[src/rtl/aae_pkg.sv]
// Package for the ALU execute unit: operation codes, decoded item type, result type.
// No dependencies.
`timescale 1ns / 1ps
package aae_pkg;

  localparam int unsigned RegCount = 32;
  localparam int unsigned QueueDepth = 2;

  typedef enum logic [5:0] {
    OP_ADD = 6'd0, OP_ADC = 6'd1, OP_SUB = 6'd2, OP_SBC = 6'd3, OP_SUBI = 6'd4,
    OP_SBCI = 6'd5, OP_CP = 6'd6, OP_CPC = 6'd7, OP_CPI = 6'd8, OP_AND = 6'd9,
    OP_ANDI = 6'd10, OP_OR = 6'd11, OP_ORI = 6'd12, OP_EOR = 6'd13, OP_COM = 6'd14,
    OP_NEG = 6'd15, OP_INC = 6'd16, OP_DEC = 6'd17, OP_ASR = 6'd18, OP_LSR = 6'd19,
    OP_ROR = 6'd20, OP_ADIW = 6'd21, OP_SBIW = 6'd22, OP_MUL = 6'd23, OP_MULS = 6'd24,
    OP_MULSU = 6'd25, OP_FMUL = 6'd26, OP_FMULS = 6'd27, OP_FMULSU = 6'd28,
    OP_MOV = 6'd29, OP_MOVW = 6'd30, OP_LDI = 6'd31, OP_BSET = 6'd32, OP_BCLR = 6'd33,
    OP_BST = 6'd34, OP_BLD = 6'd35, OP_CPSE = 6'd36, OP_SBRC = 6'd37, OP_SBRS = 6'd38,
    OP_NOP = 6'd39
  } op_e;

  // Status register bit positions.
  localparam int unsigned FlagC = 0;
  localparam int unsigned FlagZ = 1;
  localparam int unsigned FlagN = 2;
  localparam int unsigned FlagV = 3;
  localparam int unsigned FlagS = 4;
  localparam int unsigned FlagH = 5;
  localparam int unsigned FlagT = 6;

  // Decoded instruction as it travels from the front part to the back part.
  typedef struct packed {
    op_e        op;
    logic [4:0] dest;
    logic [4:0] src;
    logic [7:0] imm;
    logic [2:0] bsel;
  } instr_t;

  typedef struct packed {
    logic       skip;
    logic [7:0] status;
    logic [7:0] hi;
    logic [7:0] lo;
  } result_t;

  // Map raw opcodes onto the enum; unused codes become a no-operation.
  function automatic op_e classify(input logic [5:0] kind);
    op_e op;
    op = (kind > 6'd38) ? OP_NOP : op_e'(kind);
    return op;
  endfunction

endpackage

[src/rtl/avr_alu_execute_with_flags_unit.sv]
// Top level of the ALU execute unit with status register.
// Depends on aae_pkg, aae_front and aae_back.
//
// Channel  Dir  Bits  Contents
// s_axis   in   32    kind, dest_reg, src_reg, immediate, bit_select
// m_axis   out  32    result_low, result_high, status_after, skip_next
//
// One request per cycle is accepted and one result per cycle retired while the output is not stalled.
// A request passes through the classify queue and then the registered execute stage.
// The execute stage reads and writes the register file in the same cycle,
// so back-to-back dependent requests need no forwarding.
// Reset clears all registers, the status register, the queue and the output register's valid flag.
// A stalled output holds its result; the two-entry queue buffers requests while the output stalls.
`timescale 1ns / 1ps
module avr_alu_execute_with_flags_unit #(
  parameter int unsigned QueueDepth = aae_pkg::QueueDepth,
  parameter int unsigned RegCount   = aae_pkg::RegCount
) (
  input  logic        clk_i,
  input  logic        rst_ni,
  input  logic        s_axis_tvalid,
  output logic        s_axis_tready,
  // [5:0] kind, [10:6] dest_reg, [15:11] src_reg, [23:16] immediate,
  // [26:24] bit_select, [31:27] zero
  input  logic [31:0] s_axis_tdata,
  output logic        m_axis_tvalid,
  input  logic        m_axis_tready,
  // [7:0] result_low, [15:8] result_high, [23:16] status_after,
  // [24] skip_next, [31:25] zero
  output logic [31:0] m_axis_tdata
);
  aae_pkg::instr_t  in_instr, q_instr;
  aae_pkg::result_t res;
  logic             q_valid, q_ready;

  assign in_instr.op   = aae_pkg::op_e'(s_axis_tdata[5:0]);
  assign in_instr.dest = s_axis_tdata[10:6];
  assign in_instr.src  = s_axis_tdata[15:11];
  assign in_instr.imm  = s_axis_tdata[23:16];
  assign in_instr.bsel = s_axis_tdata[26:24];

  aae_front #(.Depth(QueueDepth)) u_front (
    .clk_i, .rst_ni,
    .in_valid_i(s_axis_tvalid), .in_ready_o(s_axis_tready), .in_instr_i(in_instr),
    .q_valid_o(q_valid), .q_ready_i(q_ready), .q_instr_o(q_instr)
  );

  aae_back #(.Regs(RegCount)) u_back (
    .clk_i, .rst_ni,
    .q_valid_i(q_valid), .q_ready_o(q_ready), .q_instr_i(q_instr),
    .res_valid_o(m_axis_tvalid), .res_ready_i(m_axis_tready), .res_o(res)
  );

  assign m_axis_tdata = {7'd0, res.skip, res.status, res.hi, res.lo};

  // A held result must not change while the sink stalls.
  a_hold: assert property (@(posedge clk_i) disable iff (!rst_ni)
    m_axis_tvalid && !m_axis_tready |=> m_axis_tvalid && $stable(m_axis_tdata))
    else $error("result changed under stall");

  // Only skip instructions may request a skip, and they write nothing.
  a_skip: assert property (@(posedge clk_i) disable iff (!rst_ni)
    m_axis_tvalid && m_axis_tdata[24] |-> m_axis_tdata[15:0] == 16'd0)
    else $error("skip with written data");

  // The queue always reports ready while it is empty.
  a_flow: assert property (@(posedge clk_i) disable iff (!rst_ni)
    !q_valid |-> s_axis_tready)
    else $error("empty queue not ready");
endmodule

[src/rtl/aae_front.sv]
// Front part: accepts requests, classifies the opcode and fills a short queue.
// Depends on aae_pkg.
`timescale 1ns / 1ps
module aae_front #(
  parameter int unsigned Depth = aae_pkg::QueueDepth
) (
  input  logic            clk_i,
  input  logic            rst_ni,
  input  logic            in_valid_i,
  output logic            in_ready_o,
  input  aae_pkg::instr_t in_instr_i,
  output logic            q_valid_o,
  input  logic            q_ready_i,
  output aae_pkg::instr_t q_instr_o
);
  localparam int unsigned PtrW = (Depth > 1) ? $clog2(Depth) : 1;

  aae_pkg::instr_t slots_q [Depth];
  aae_pkg::instr_t in_class;
  logic [PtrW-1:0] wr_q, wr_d, rd_q, rd_d;
  logic [PtrW:0]   cnt_q, cnt_d;
  logic            push, pop;

  assign in_ready_o = (cnt_q != (PtrW+1)'(Depth));
  assign q_valid_o  = (cnt_q != '0);
  assign q_instr_o  = slots_q[rd_q];
  assign push = in_valid_i & in_ready_o;
  assign pop  = q_valid_o & q_ready_i;

  // Classify the incoming opcode; unused codes become a no-operation.
  always_comb begin
    in_class    = in_instr_i;
    in_class.op = aae_pkg::classify(in_instr_i.op);
  end

  // Pointer and fill count update.
  always_comb begin
    wr_d  = wr_q;
    rd_d  = rd_q;
    cnt_d = cnt_q;
    if (push) begin
      wr_d = (wr_q == PtrW'(Depth - 1)) ? '0 : wr_q + 1'b1;
    end
    if (pop) begin
      rd_d = (rd_q == PtrW'(Depth - 1)) ? '0 : rd_q + 1'b1;
    end
    if (push && !pop) begin
      cnt_d = cnt_q + 1'b1;
    end else if (pop && !push) begin
      cnt_d = cnt_q - 1'b1;
    end
  end

  always_ff @(posedge clk_i or negedge rst_ni) begin
    if (!rst_ni) begin
      wr_q  <= '0;
      rd_q  <= '0;
      cnt_q <= '0;
    end else begin
      wr_q  <= wr_d;
      rd_q  <= rd_d;
      cnt_q <= cnt_d;
    end
  end

  // Store the classified request.
  always_ff @(posedge clk_i) begin
    if (push) begin
      slots_q[wr_q] <= in_class;
    end
  end
endmodule

[src/rtl/aae_back.sv]
// Back part: register file, status register and the ALU; one request per cycle while the output is not stalled.
// Depends on aae_pkg.
`timescale 1ns / 1ps
module aae_back #(
  parameter int unsigned Regs = aae_pkg::RegCount
) (
  input  logic             clk_i,
  input  logic             rst_ni,
  input  logic             q_valid_i,
  output logic             q_ready_o,
  input  aae_pkg::instr_t  q_instr_i,
  output logic             res_valid_o,
  input  logic             res_ready_i,
  output aae_pkg::result_t res_o
);
  localparam int unsigned IdxW = $clog2(Regs);

  logic [7:0] rf_q [Regs];
  logic [7:0] sreg_q;
  logic       out_valid_q;
  aae_pkg::result_t out_q;

  aae_pkg::instr_t  ins;
  logic [7:0]  a, c, k, r, lo, hi, s, mask, opb;
  logic        cin, wr, pair, skip, keepz, oldz, sub_op, add_op, mul_op, frac;
  logic [7:0]  cy;
  logic [15:0] w, wres, prod, mres;
  logic [IdxW-1:0] pd, ps;
  logic signed [17:0] sprod;
  logic signed [8:0]  ma, mb;
  logic        fire;

  assign ins  = q_instr_i;
  assign q_ready_o = !out_valid_q || res_ready_i;
  assign fire = q_valid_i && q_ready_o;
  assign res_valid_o = out_valid_q;
  assign res_o = out_q;

  assign a   = rf_q[ins.dest[IdxW-1:0]];
  assign c   = rf_q[ins.src[IdxW-1:0]];
  assign k   = ins.imm;
  assign cin = sreg_q[aae_pkg::FlagC];
  assign pd  = {ins.dest[IdxW-1:1], 1'b0};
  assign ps  = {ins.src[IdxW-1:1], 1'b0};
  assign mask = 8'(1) << ins.bsel;

  // Execute: compute result bytes, flags and skip decision.
  always_comb begin
    s = sreg_q; lo = '0; hi = '0; wr = 1'b0; pair = 1'b0; skip = 1'b0;
    r = '0; cy = '0; w = '0; wres = '0; ma = '0; mb = '0; sprod = '0;
    prod = '0; mres = '0; frac = 1'b0; keepz = 1'b0; opb = c;
    oldz = sreg_q[aae_pkg::FlagZ];
    add_op = (ins.op == aae_pkg::OP_ADD) || (ins.op == aae_pkg::OP_ADC);
    sub_op = (ins.op inside {aae_pkg::OP_SUB, aae_pkg::OP_SBC, aae_pkg::OP_SUBI,
      aae_pkg::OP_SBCI, aae_pkg::OP_CP, aae_pkg::OP_CPC, aae_pkg::OP_CPI});
    mul_op = (ins.op inside {[aae_pkg::OP_MUL : aae_pkg::OP_FMULSU]});
    if (add_op) begin
      r  = a + c + {7'd0, (ins.op == aae_pkg::OP_ADC) & cin};
      cy = (a & c) | (c & ~r) | (~r & a);
      s[aae_pkg::FlagH] = cy[3];
      s[aae_pkg::FlagC] = cy[7];
      s[aae_pkg::FlagV] = (a[7] & c[7] & ~r[7]) | (~a[7] & ~c[7] & r[7]);
      s[aae_pkg::FlagN] = r[7];
      s[aae_pkg::FlagZ] = (r == 8'd0);
      lo = r; wr = 1'b1;
    end else if (sub_op) begin
      if (ins.op inside {aae_pkg::OP_SUBI, aae_pkg::OP_SBCI, aae_pkg::OP_CPI}) begin
        opb = k;
      end
      keepz = (ins.op inside {aae_pkg::OP_SBC, aae_pkg::OP_SBCI, aae_pkg::OP_CPC});
      r  = a - opb - {7'd0, keepz & cin};
      cy = (~a & opb) | (opb & r) | (r & ~a);
      s[aae_pkg::FlagH] = cy[3];
      s[aae_pkg::FlagC] = cy[7];
      s[aae_pkg::FlagV] = (a[7] & ~opb[7] & ~r[7]) | (~a[7] & opb[7] & r[7]);
      s[aae_pkg::FlagN] = r[7];
      s[aae_pkg::FlagZ] = (r == 8'd0) && (!keepz || oldz);
      lo = r;
      wr = !(ins.op inside {aae_pkg::OP_CP, aae_pkg::OP_CPC, aae_pkg::OP_CPI});
    end else if (mul_op) begin
      // Signed 9x9 product covers the unsigned, signed and mixed forms.
      ma = (ins.op inside {aae_pkg::OP_MUL, aae_pkg::OP_FMUL}) ?
           {1'b0, a} : {a[7], a};
      mb = (ins.op inside {aae_pkg::OP_MULS, aae_pkg::OP_FMULS}) ?
           {c[7], c} : {1'b0, c};
      sprod = ma * mb;
      prod  = sprod[15:0];
      frac  = (ins.op inside {aae_pkg::OP_FMUL, aae_pkg::OP_FMULS, aae_pkg::OP_FMULSU});
      mres  = frac ? {prod[14:0], 1'b0} : prod;
      s[aae_pkg::FlagC] = prod[15];
      s[aae_pkg::FlagZ] = (mres == 16'd0);
      lo = mres[7:0]; hi = mres[15:8];
    end else begin
      case (ins.op)
        aae_pkg::OP_AND, aae_pkg::OP_ANDI, aae_pkg::OP_OR, aae_pkg::OP_ORI,
        aae_pkg::OP_EOR, aae_pkg::OP_COM: begin
          case (ins.op)
            aae_pkg::OP_AND:  r = a & c;
            aae_pkg::OP_ANDI: r = a & k;
            aae_pkg::OP_OR:   r = a | c;
            aae_pkg::OP_ORI:  r = a | k;
            aae_pkg::OP_EOR:  r = a ^ c;
            default:          r = ~a;
          endcase
          s[aae_pkg::FlagN] = r[7];
          s[aae_pkg::FlagZ] = (r == 8'd0);
          s[aae_pkg::FlagV] = 1'b0;
          if (ins.op == aae_pkg::OP_COM) begin
            s[aae_pkg::FlagC] = 1'b1;
          end
          lo = r; wr = 1'b1;
        end
        aae_pkg::OP_NEG: begin
          r = 8'd0 - a;
          s[aae_pkg::FlagN] = r[7];
          s[aae_pkg::FlagZ] = (r == 8'd0);
          s[aae_pkg::FlagC] = (r != 8'd0);
          s[aae_pkg::FlagV] = (r == 8'h80);
          s[aae_pkg::FlagH] = r[3] | a[3];
          lo = r; wr = 1'b1;
        end
        aae_pkg::OP_INC, aae_pkg::OP_DEC: begin
          r = (ins.op == aae_pkg::OP_INC) ? a + 8'd1 : a - 8'd1;
          s[aae_pkg::FlagN] = r[7];
          s[aae_pkg::FlagZ] = (r == 8'd0);
          s[aae_pkg::FlagV] = (ins.op == aae_pkg::OP_INC) ? (r == 8'h80) : (r == 8'h7f);
          lo = r; wr = 1'b1;
        end
        aae_pkg::OP_ASR, aae_pkg::OP_LSR, aae_pkg::OP_ROR: begin
          case (ins.op)
            aae_pkg::OP_ASR: r = {a[7], a[7:1]};
            aae_pkg::OP_LSR: r = {1'b0, a[7:1]};
            default:         r = {cin, a[7:1]};
          endcase
          s[aae_pkg::FlagN] = r[7];
          s[aae_pkg::FlagZ] = (r == 8'd0);
          s[aae_pkg::FlagC] = a[0];
          s[aae_pkg::FlagV] = r[7] ^ a[0];
          lo = r; wr = 1'b1;
        end
        aae_pkg::OP_ADIW, aae_pkg::OP_SBIW: begin
          w = {rf_q[pd + 1'b1], rf_q[pd]};
          wres = (ins.op == aae_pkg::OP_ADIW) ? w + {10'd0, k[5:0]} : w - {10'd0, k[5:0]};
          s[aae_pkg::FlagN] = wres[15];
          s[aae_pkg::FlagZ] = (wres == 16'd0);
          if (ins.op == aae_pkg::OP_ADIW) begin
            s[aae_pkg::FlagV] = ~w[15] & wres[15];
            s[aae_pkg::FlagC] = ~wres[15] & w[15];
          end else begin
            s[aae_pkg::FlagV] = w[15] & ~wres[15];
            s[aae_pkg::FlagC] = wres[15] & ~w[15];
          end
          lo = wres[7:0]; hi = wres[15:8]; pair = 1'b1;
        end
        aae_pkg::OP_MOV: begin lo = c; wr = 1'b1; end
        aae_pkg::OP_MOVW: begin
          lo = rf_q[ps]; hi = rf_q[ps + 1'b1]; pair = 1'b1;
        end
        aae_pkg::OP_LDI:  begin lo = k; wr = 1'b1; end
        aae_pkg::OP_BSET: s = sreg_q | mask;
        aae_pkg::OP_BCLR: s = sreg_q & ~mask;
        aae_pkg::OP_BST:  s[aae_pkg::FlagT] = a[ins.bsel];
        aae_pkg::OP_BLD: begin
          lo = sreg_q[aae_pkg::FlagT] ? (a | mask) : (a & ~mask);
          wr = 1'b1;
        end
        aae_pkg::OP_CPSE: skip = (a == c);
        aae_pkg::OP_SBRC: skip = !a[ins.bsel];
        aae_pkg::OP_SBRS: skip = a[ins.bsel];
        default: ;
      endcase
    end
    // Sign flag follows N and V only for the arithmetic, logic, shift and word opcodes.
    if (ins.op inside {[aae_pkg::OP_ADD : aae_pkg::OP_SBIW]}) begin
      s[aae_pkg::FlagS] = s[aae_pkg::FlagN] ^ s[aae_pkg::FlagV];
    end
  end

  // Architectural state and the output register.
  always_ff @(posedge clk_i or negedge rst_ni) begin
    if (!rst_ni) begin
      for (int i = 0; i < Regs; i++) begin
        rf_q[i] <= '0;
      end
      sreg_q      <= '0;
      out_valid_q <= 1'b0;
    end else begin
      if (fire) begin
        sreg_q <= s;
        if (mul_op) begin
          rf_q[0] <= lo;
          rf_q[1] <= hi;
        end else if (pair) begin
          rf_q[pd]        <= lo;
          rf_q[pd + 1'b1] <= hi;
        end else if (wr) begin
          rf_q[ins.dest[IdxW-1:0]] <= lo;
        end
        out_valid_q <= 1'b1;
      end else if (res_ready_i) begin
        out_valid_q <= 1'b0;
      end
    end
  end

  always_ff @(posedge clk_i) begin
    if (fire) begin
      out_q.lo     <= (wr || pair || mul_op) ? lo : 8'd0;
      out_q.hi     <= hi;
      out_q.status <= s;
      out_q.skip   <= skip;
    end
  end
endmodule

[config.mk]
export PLATFORM = sky130hd
export DESIGN_NAME = avr_alu_execute_with_flags_unit
export DESIGN_NICKNAME = d
export VERILOG_FILES = /design/src/rtl/aae_pkg.sv /design/src/rtl/avr_alu_execute_with_flags_unit.sv /design/src/rtl/aae_front.sv /design/src/rtl/aae_back.sv
export SDC_FILE = /design/constraint.sdc
export NUM_CORES = 2
export LEC_CHECK = 0
export CAP_MARGIN = 20
export CORE_ASPECT_RATIO = 0.7
export CORE_UTILIZATION = 60
export CTS_CLUSTER_SIZE = 40
export DETAILED_ROUTE_END_ITERATION = 12
export DONT_BUFFER_PORTS = 1
export HOLD_SLACK_MARGIN = 0.03
export PLACE_DENSITY = 0.76
export SLEW_MARGIN = 20
export SYNTH_ARGS = -nofsm -noshare
export SYNTH_HDL_FRONTEND = slang
export SYNTH_HIERARCHICAL = 1
export SYNTH_SLANG_ARGS = --single-unit
[constraint.sdc]
create_clock -name clk_i -period 10.2 [get_ports clk_i]
set_input_delay 1.02 -clock clk_i [delete_from_list [all_inputs] [get_ports clk_i]]
set_output_delay 1.02 -clock clk_i [all_outputs]
set_load 0.02 [all_outputs]
Word-level counts from Yosys, hierarchy flattened --
Memories as Yosys holds them, arrays and structs flattened. Index checks and enable logic that the tools add are counted.
Cells by class: reductions and logical operators 51, bitwise logic cells 54, $add $sub $neg 15, eq/ne operators 42, $lt $le $gt $ge 15, divide/modulo/power cells 0, multipliers 1, shift-type cells 1, multiplexer cells 98
Operators with widths (number):
- $bwmux W256 | 3
- $mux W256 | 2
- $mux W8 | 34
- $bmux W8 S5 | 6
- $demux W8 S5 | 3
- $eq A6 B5 Y1 const B | 15
- $and A8 B8 Y8 | 9
- $pmux W8 S9 | 1
- $or A8 B8 Y8 | 8
- $eq A6 B4 Y1 const B | 8
- $logic_not A8 Y1 | 6
- $mux W16 | 3
- $eq A6 B6 Y1 const B | 7
- $pmux W8 S5 | 1
- $ge A6 B6 Y1 const B | 6
- $not A5 Y6 | 6
- $logic_not A16 Y1 | 2
- $pmux W8 S2 | 2
- $eq A6 B3 Y1 const B | 4
- $mux W1 | 24
- $not A8 Y8 | 3
- $pmux W3 S7 | 1
- $lt A6 B1 Y1 const B | 3
- $mux W9 | 2
- other kinds (52) | 118
Word-level totals: RAM bits 54, bits of input ports 36, output and inout port bits 34, register bits 294, word-level logic and storage cells 319, latch bits 0, ROM bits 0, memories kept 1
Memory list:
- u_front.slots_q | depth 2, bits a word 27, rd ports 1, clocked after Yosys merged registers in 0, wr ports 1, line aae_front.sv:18 | aae_pkg::instr_t slots_q [Depth];

Longest topological paths before layout --
An unclocked memory read counts as a cell.
word-level depth 19, gate-level depth with buffers 39, depth with buffers taken out 30

Cells and area by module --
Netlist, hierarchy kept.
Modules (own cells, without submodules):
- aae_back | seq. area each 7382.1 sq um, times used 1, area each 26072.5 sq um, cells an instance 2726
- aae_front | seq. area each 1721.7 sq um, times used 1, area each 2282.2 sq um, cells an instance 109
- avr_alu_execute_with_flags_unit | seq. area each 0.0 sq um, times used 1, area each 56.3 sq um, cells an instance 8

Worst setup path after synthesis --
OpenSTA, ideal clock, no wires.
path kind flip-flop to flip-flop, from register u_front.rd_q, to register u_back/rf_q[102] in the netlist's numbering, setup time 0.121 ns, setup slack 1.659 ns, arrival time 8.420 ns, buffers on the path 7, clock period less this slack 8.541 ns, stages on the path, launching flop included 34, required time 10.079 ns, path through dfrtp_1 -> buf_6 -> buf_12 -> mux2_4 -> buf_2 -> or4b_2 -> buf_2 -> o22ai_1 -> nor3_1 -> nand4_1 -> buf_2 -> clkbuf_1 -> and2_0 -> nand2_1 -> fa_1 -> inv_1 -> fa_1 -> fa_1 -> fa_1 -> inv_1 -> fa_1 -> inv_1 -> ha_1 -> inv_1 -> o21bai_1 -> a21oi_1 -> o21bai_1 -> a21oi_1 -> nor4_1 -> or3_1 -> o311ai_0 -> clkbuf_1 -> o22ai_1 -> a22o_1
RTL lines:
- start, declared | line aae_front.sv:20 | logic [PtrW-1:0] wr_q, wr_d, rd_q, rd_d;
- start signal, assigned | line aae_front.sv:61 | rd_q <= rd_d;
- end signal, assigned by index | line aae_back.sv:194 | rf_q[pd] <= lo;
- end signal, assigned by index | line aae_back.sv:195 | rf_q[pd + 1'b1] <= hi;
- end signal, assigned by index | line aae_back.sv:197 | rf_q[ins.dest[IdxW-1:0]] <= lo;
- end, declared | line aae_back.sv:18 | logic [7:0] rf_q [Regs];

==> impl_metrics.tcl <==
set metrics [dict create \
    path_clk_slew_ns 0.06 \
    syn_to_final_growth_pct 6.75 \
    coreArea_um2 46600 \
    drt_wl_total_mm 122 \
    ys.flop_type "dfrtp_1" \
    routed-via-count 26500 \
    die_width_um 262 \
    synthCells 2843 \
    nets 2978 \
    async_flop_share_pct 77.3 \
    via_per_inst 7.74 \
    drtIter0Drc 5184 \
    clk_latency_ns 0.59 \
    syn_area_um2 28400 \
    setup_tns_ns 0 \
    globalRouteTotalUtil_pct 50.8 \
    fin_ws_ns 0.378 \
    grt_pass1_wl_mm 174 \
    maxCapViolations 0 \
    synthTopCellsByArea "dfrtp_1, mux4_2, edfxtp_1" \
    hold_violations 0 \
    fin_crit_sh_pct 96.3 \
    synth_top_area_share_pct 23.7 \
    ant_nets 0 \
    yosys.area.top_type "dfrtp_1" \
    cp_common_cell "fa_1" \
    max_stage_delay_ns 0.76 \
    slew_headroom_pct 15.1 \
    yosysWarnings 6 \
    fmax_ghz 0.102 \
    cts_root_buf "clkbuf_16" \
    drive_gt1_share_pct 16.6 \
    overflow 0 \
    clock_tree.buffer_depth 3 \
    slowest_stage "dfrtp_1" \
    route.detailed.wl_per_inst_um 35.6 \
    dr.pass1.iters 8 \
    place_ws_ns 0.702 \
    cts-resized-gates 0 \
    grt_max_degree 270 \
    num_rows 66 \
    synth.avg_cell_area_um2 9.99 \
    fin_crit_ns 9.82 \
    grt_pass1_vias 25100 \
    hpwlAfterDp_mm 89.1 \
    antenna_found_initial 4 \
    finalClockSkew_ns 0.0330 \
    cp-end-kind "flip-flop" \
    placedCellCount 3358 \
    setup_violations 0 \
    die_area_um2 48200 \
    worst_pin_slew_ns 1.26 \
    gp_congestion 1.09 \
    critical_path_class "reg2reg" \
    drc_errors 0 \
    critPathMaxFanout 29 \
    maxSlewViolCount 0 \
    crit_arrival_ns 10.31 \
    io_pins 70 \
    startpoint_type "flip-flop" \
    cts_tree "done" \
    start_util_pct 61.0 \
    io_buffer_count 0 \
    rsz0062_at_grt "no" \
    status "finished clean" \
    htreeDepth 2 \
    required_ns 10.69 \
    synth_cell_type_count 97 \
    synth_edf_count 79 \
    die_y_um 184 \
    ys_seq_area_share_pct 32.0 \
    clock-sinks 348 \
    cts_buffers 37 \
    synth_seq_cells 348 \
    r2r_slack_ns 0.38 \
    hold_path_class "in2async" \
    final_cells 3427 \
]
cell usage in the layout (no fill, tap or decap), types with 14 or more instances in the layout:
cell	count
a211oi_1	14
nand2_1	257
dfrtp_1	269
o21ai_0	138
inv_1	146
nand2b_1	28
xnor2_1	47
ha_1	82
nor4_1	27
o221ai_1	24
nor2b_1	19
and2_1	28
xor2_1	15
a21oi_1	211
a22oi_1	109
clkbuf_16	39
mux4_2	172
o22ai_1	75
fa_1	71
edfxtp_1	79
mux2_4	18
buf_4	112
nor3_1	29
mux2_2	48
mux2i_1	159
nor2_1	267
nand3_1	20
o21ai_1	27
flip-flops by register name, summed over array words and instances, names as in the netlist:
signal and cells:
u_back/res_valid_o 1, u_front/rd_q 1, u_front/cnt_q 2, u_back/res_o 25
u_back/sreg_q 8, u_back/rf_q 256, u_front/wr_q 1, u_front/slots_q 54
critical path, delay by kind of cell, from the launching register on:
kind            cells  cell delay (ns)
simple gates        4             1.90
xor+xnor            1             0.40
flops               1             0.76
mux                 1             0.58
fa+ha+maj           6             2.93
buf+inv             4             0.49
compound gates     12             2.65
per-layer routing:
metal | GRT usage (%) | up-vias | wire (um)
li1 | - | 10500 | -
met1 | 71.2 | 13000 | 45800
met2 | 62.3 | 2670 | 44600
met3 | 28.9 | 421 | 25000
met4 | 22.4 | 4 | 6420
met5 | 0 | - | 24
final cells by class:
| type | instances | area [um^2] |
|---|---|---|
| clock inverters | 15 | 168 |
| clock buffers | 49 | 1050 |
| flip-flops and latches | 348 | 9100 |
| well taps | 612 | 766 |
| multi-input cells | 2142 | 17800 |
| fillers | 3650 | 16200 |
| inverters | 147 | 552 |
| diodes | 1 | 2.50 |
| repair buffers | 113 | 846 |
final timing paths:
kind | from | endpoint | cells after the start
worst max-delay path | u_front/rd_q | u_back/rf_q[23] | 28
worst min-delay path | rst_ni | u_back/rf_q[59] | 0
worst max register to register | u_front/rd_q | u_back/rf_q[23] | 28
worst min register to register | u_front/wr_q | u_front/wr_q | 1
max in group asynchronous | rst_ni | u_back/rf_q[9] | 0
min in group clk_i | u_front/wr_q | u_front/wr_q | 1
synthesized netlist by cell type (9+ instances only):
cell        n
mux2i_1   159
o21ai_0   138
nor2b_1    19
ha_1       82
a211oi_1   14
a221oi_1   11
nand2b_1   28
a31oi_1     9
nor4_1     28
nand2_1   257
dfrtp_1   269
nand3_1    20
inv_1     146
mux4_2    172
clkbuf_1  113
o21a_1     13
fa_1       71
buf_6      16
nand4_1    13
o22ai_1    75
xnor2_1    47
a22o_1     10
o21ai_1    29
or3_1       9
nor3_1     32
xor2_1     15
a22oi_1   109
mux2_4     19
buf_1      21
o221ai_1   24
and2_1     28
nor2_1    277
buf_2      41
buf_4      17
edfxtp_1   79
a21o_1     12
a21oi_1   211
mux2_2     49
repair_timing:
item,in CTS,in global routing
endpoints found under the hold margin,0,0
hold buffers,0,0
setup buffers,0,2
endpoints found under the setup margin,0,17
kinds of logic after synthesis:
logic type	Yosys count	share of synthesized area, %
flops	348	32.0
other cells	1	0.0132
buf+inv	359	5.73
simple gates	776	12.7
xor+xnor	62	1.91
compound gates	743	16.6
mux	401	22.4
fa+ha+maj	153	8.61
metrics by stage:
| stage | util, % | hold slack (ns) | instance area [um^2] |
|---|---|---|---|
| final | 65.1 | 0.157 | 30300 |
| after global routing | 65.1 | 0.128 | 30300 |
| after CTS | 65.0 | 0.129 | 30300 |
| after detailed placement | 62.4 | 0.504 | 29100 |
| after global placement | 62.4 | 0.473 | 29100 |
| after floorplan | - | 0.456 | 28400 |
Power is left out: the tool's default activity adds up to more than one toggle a clock period on the data nets, which glitch-free logic cannot reach.
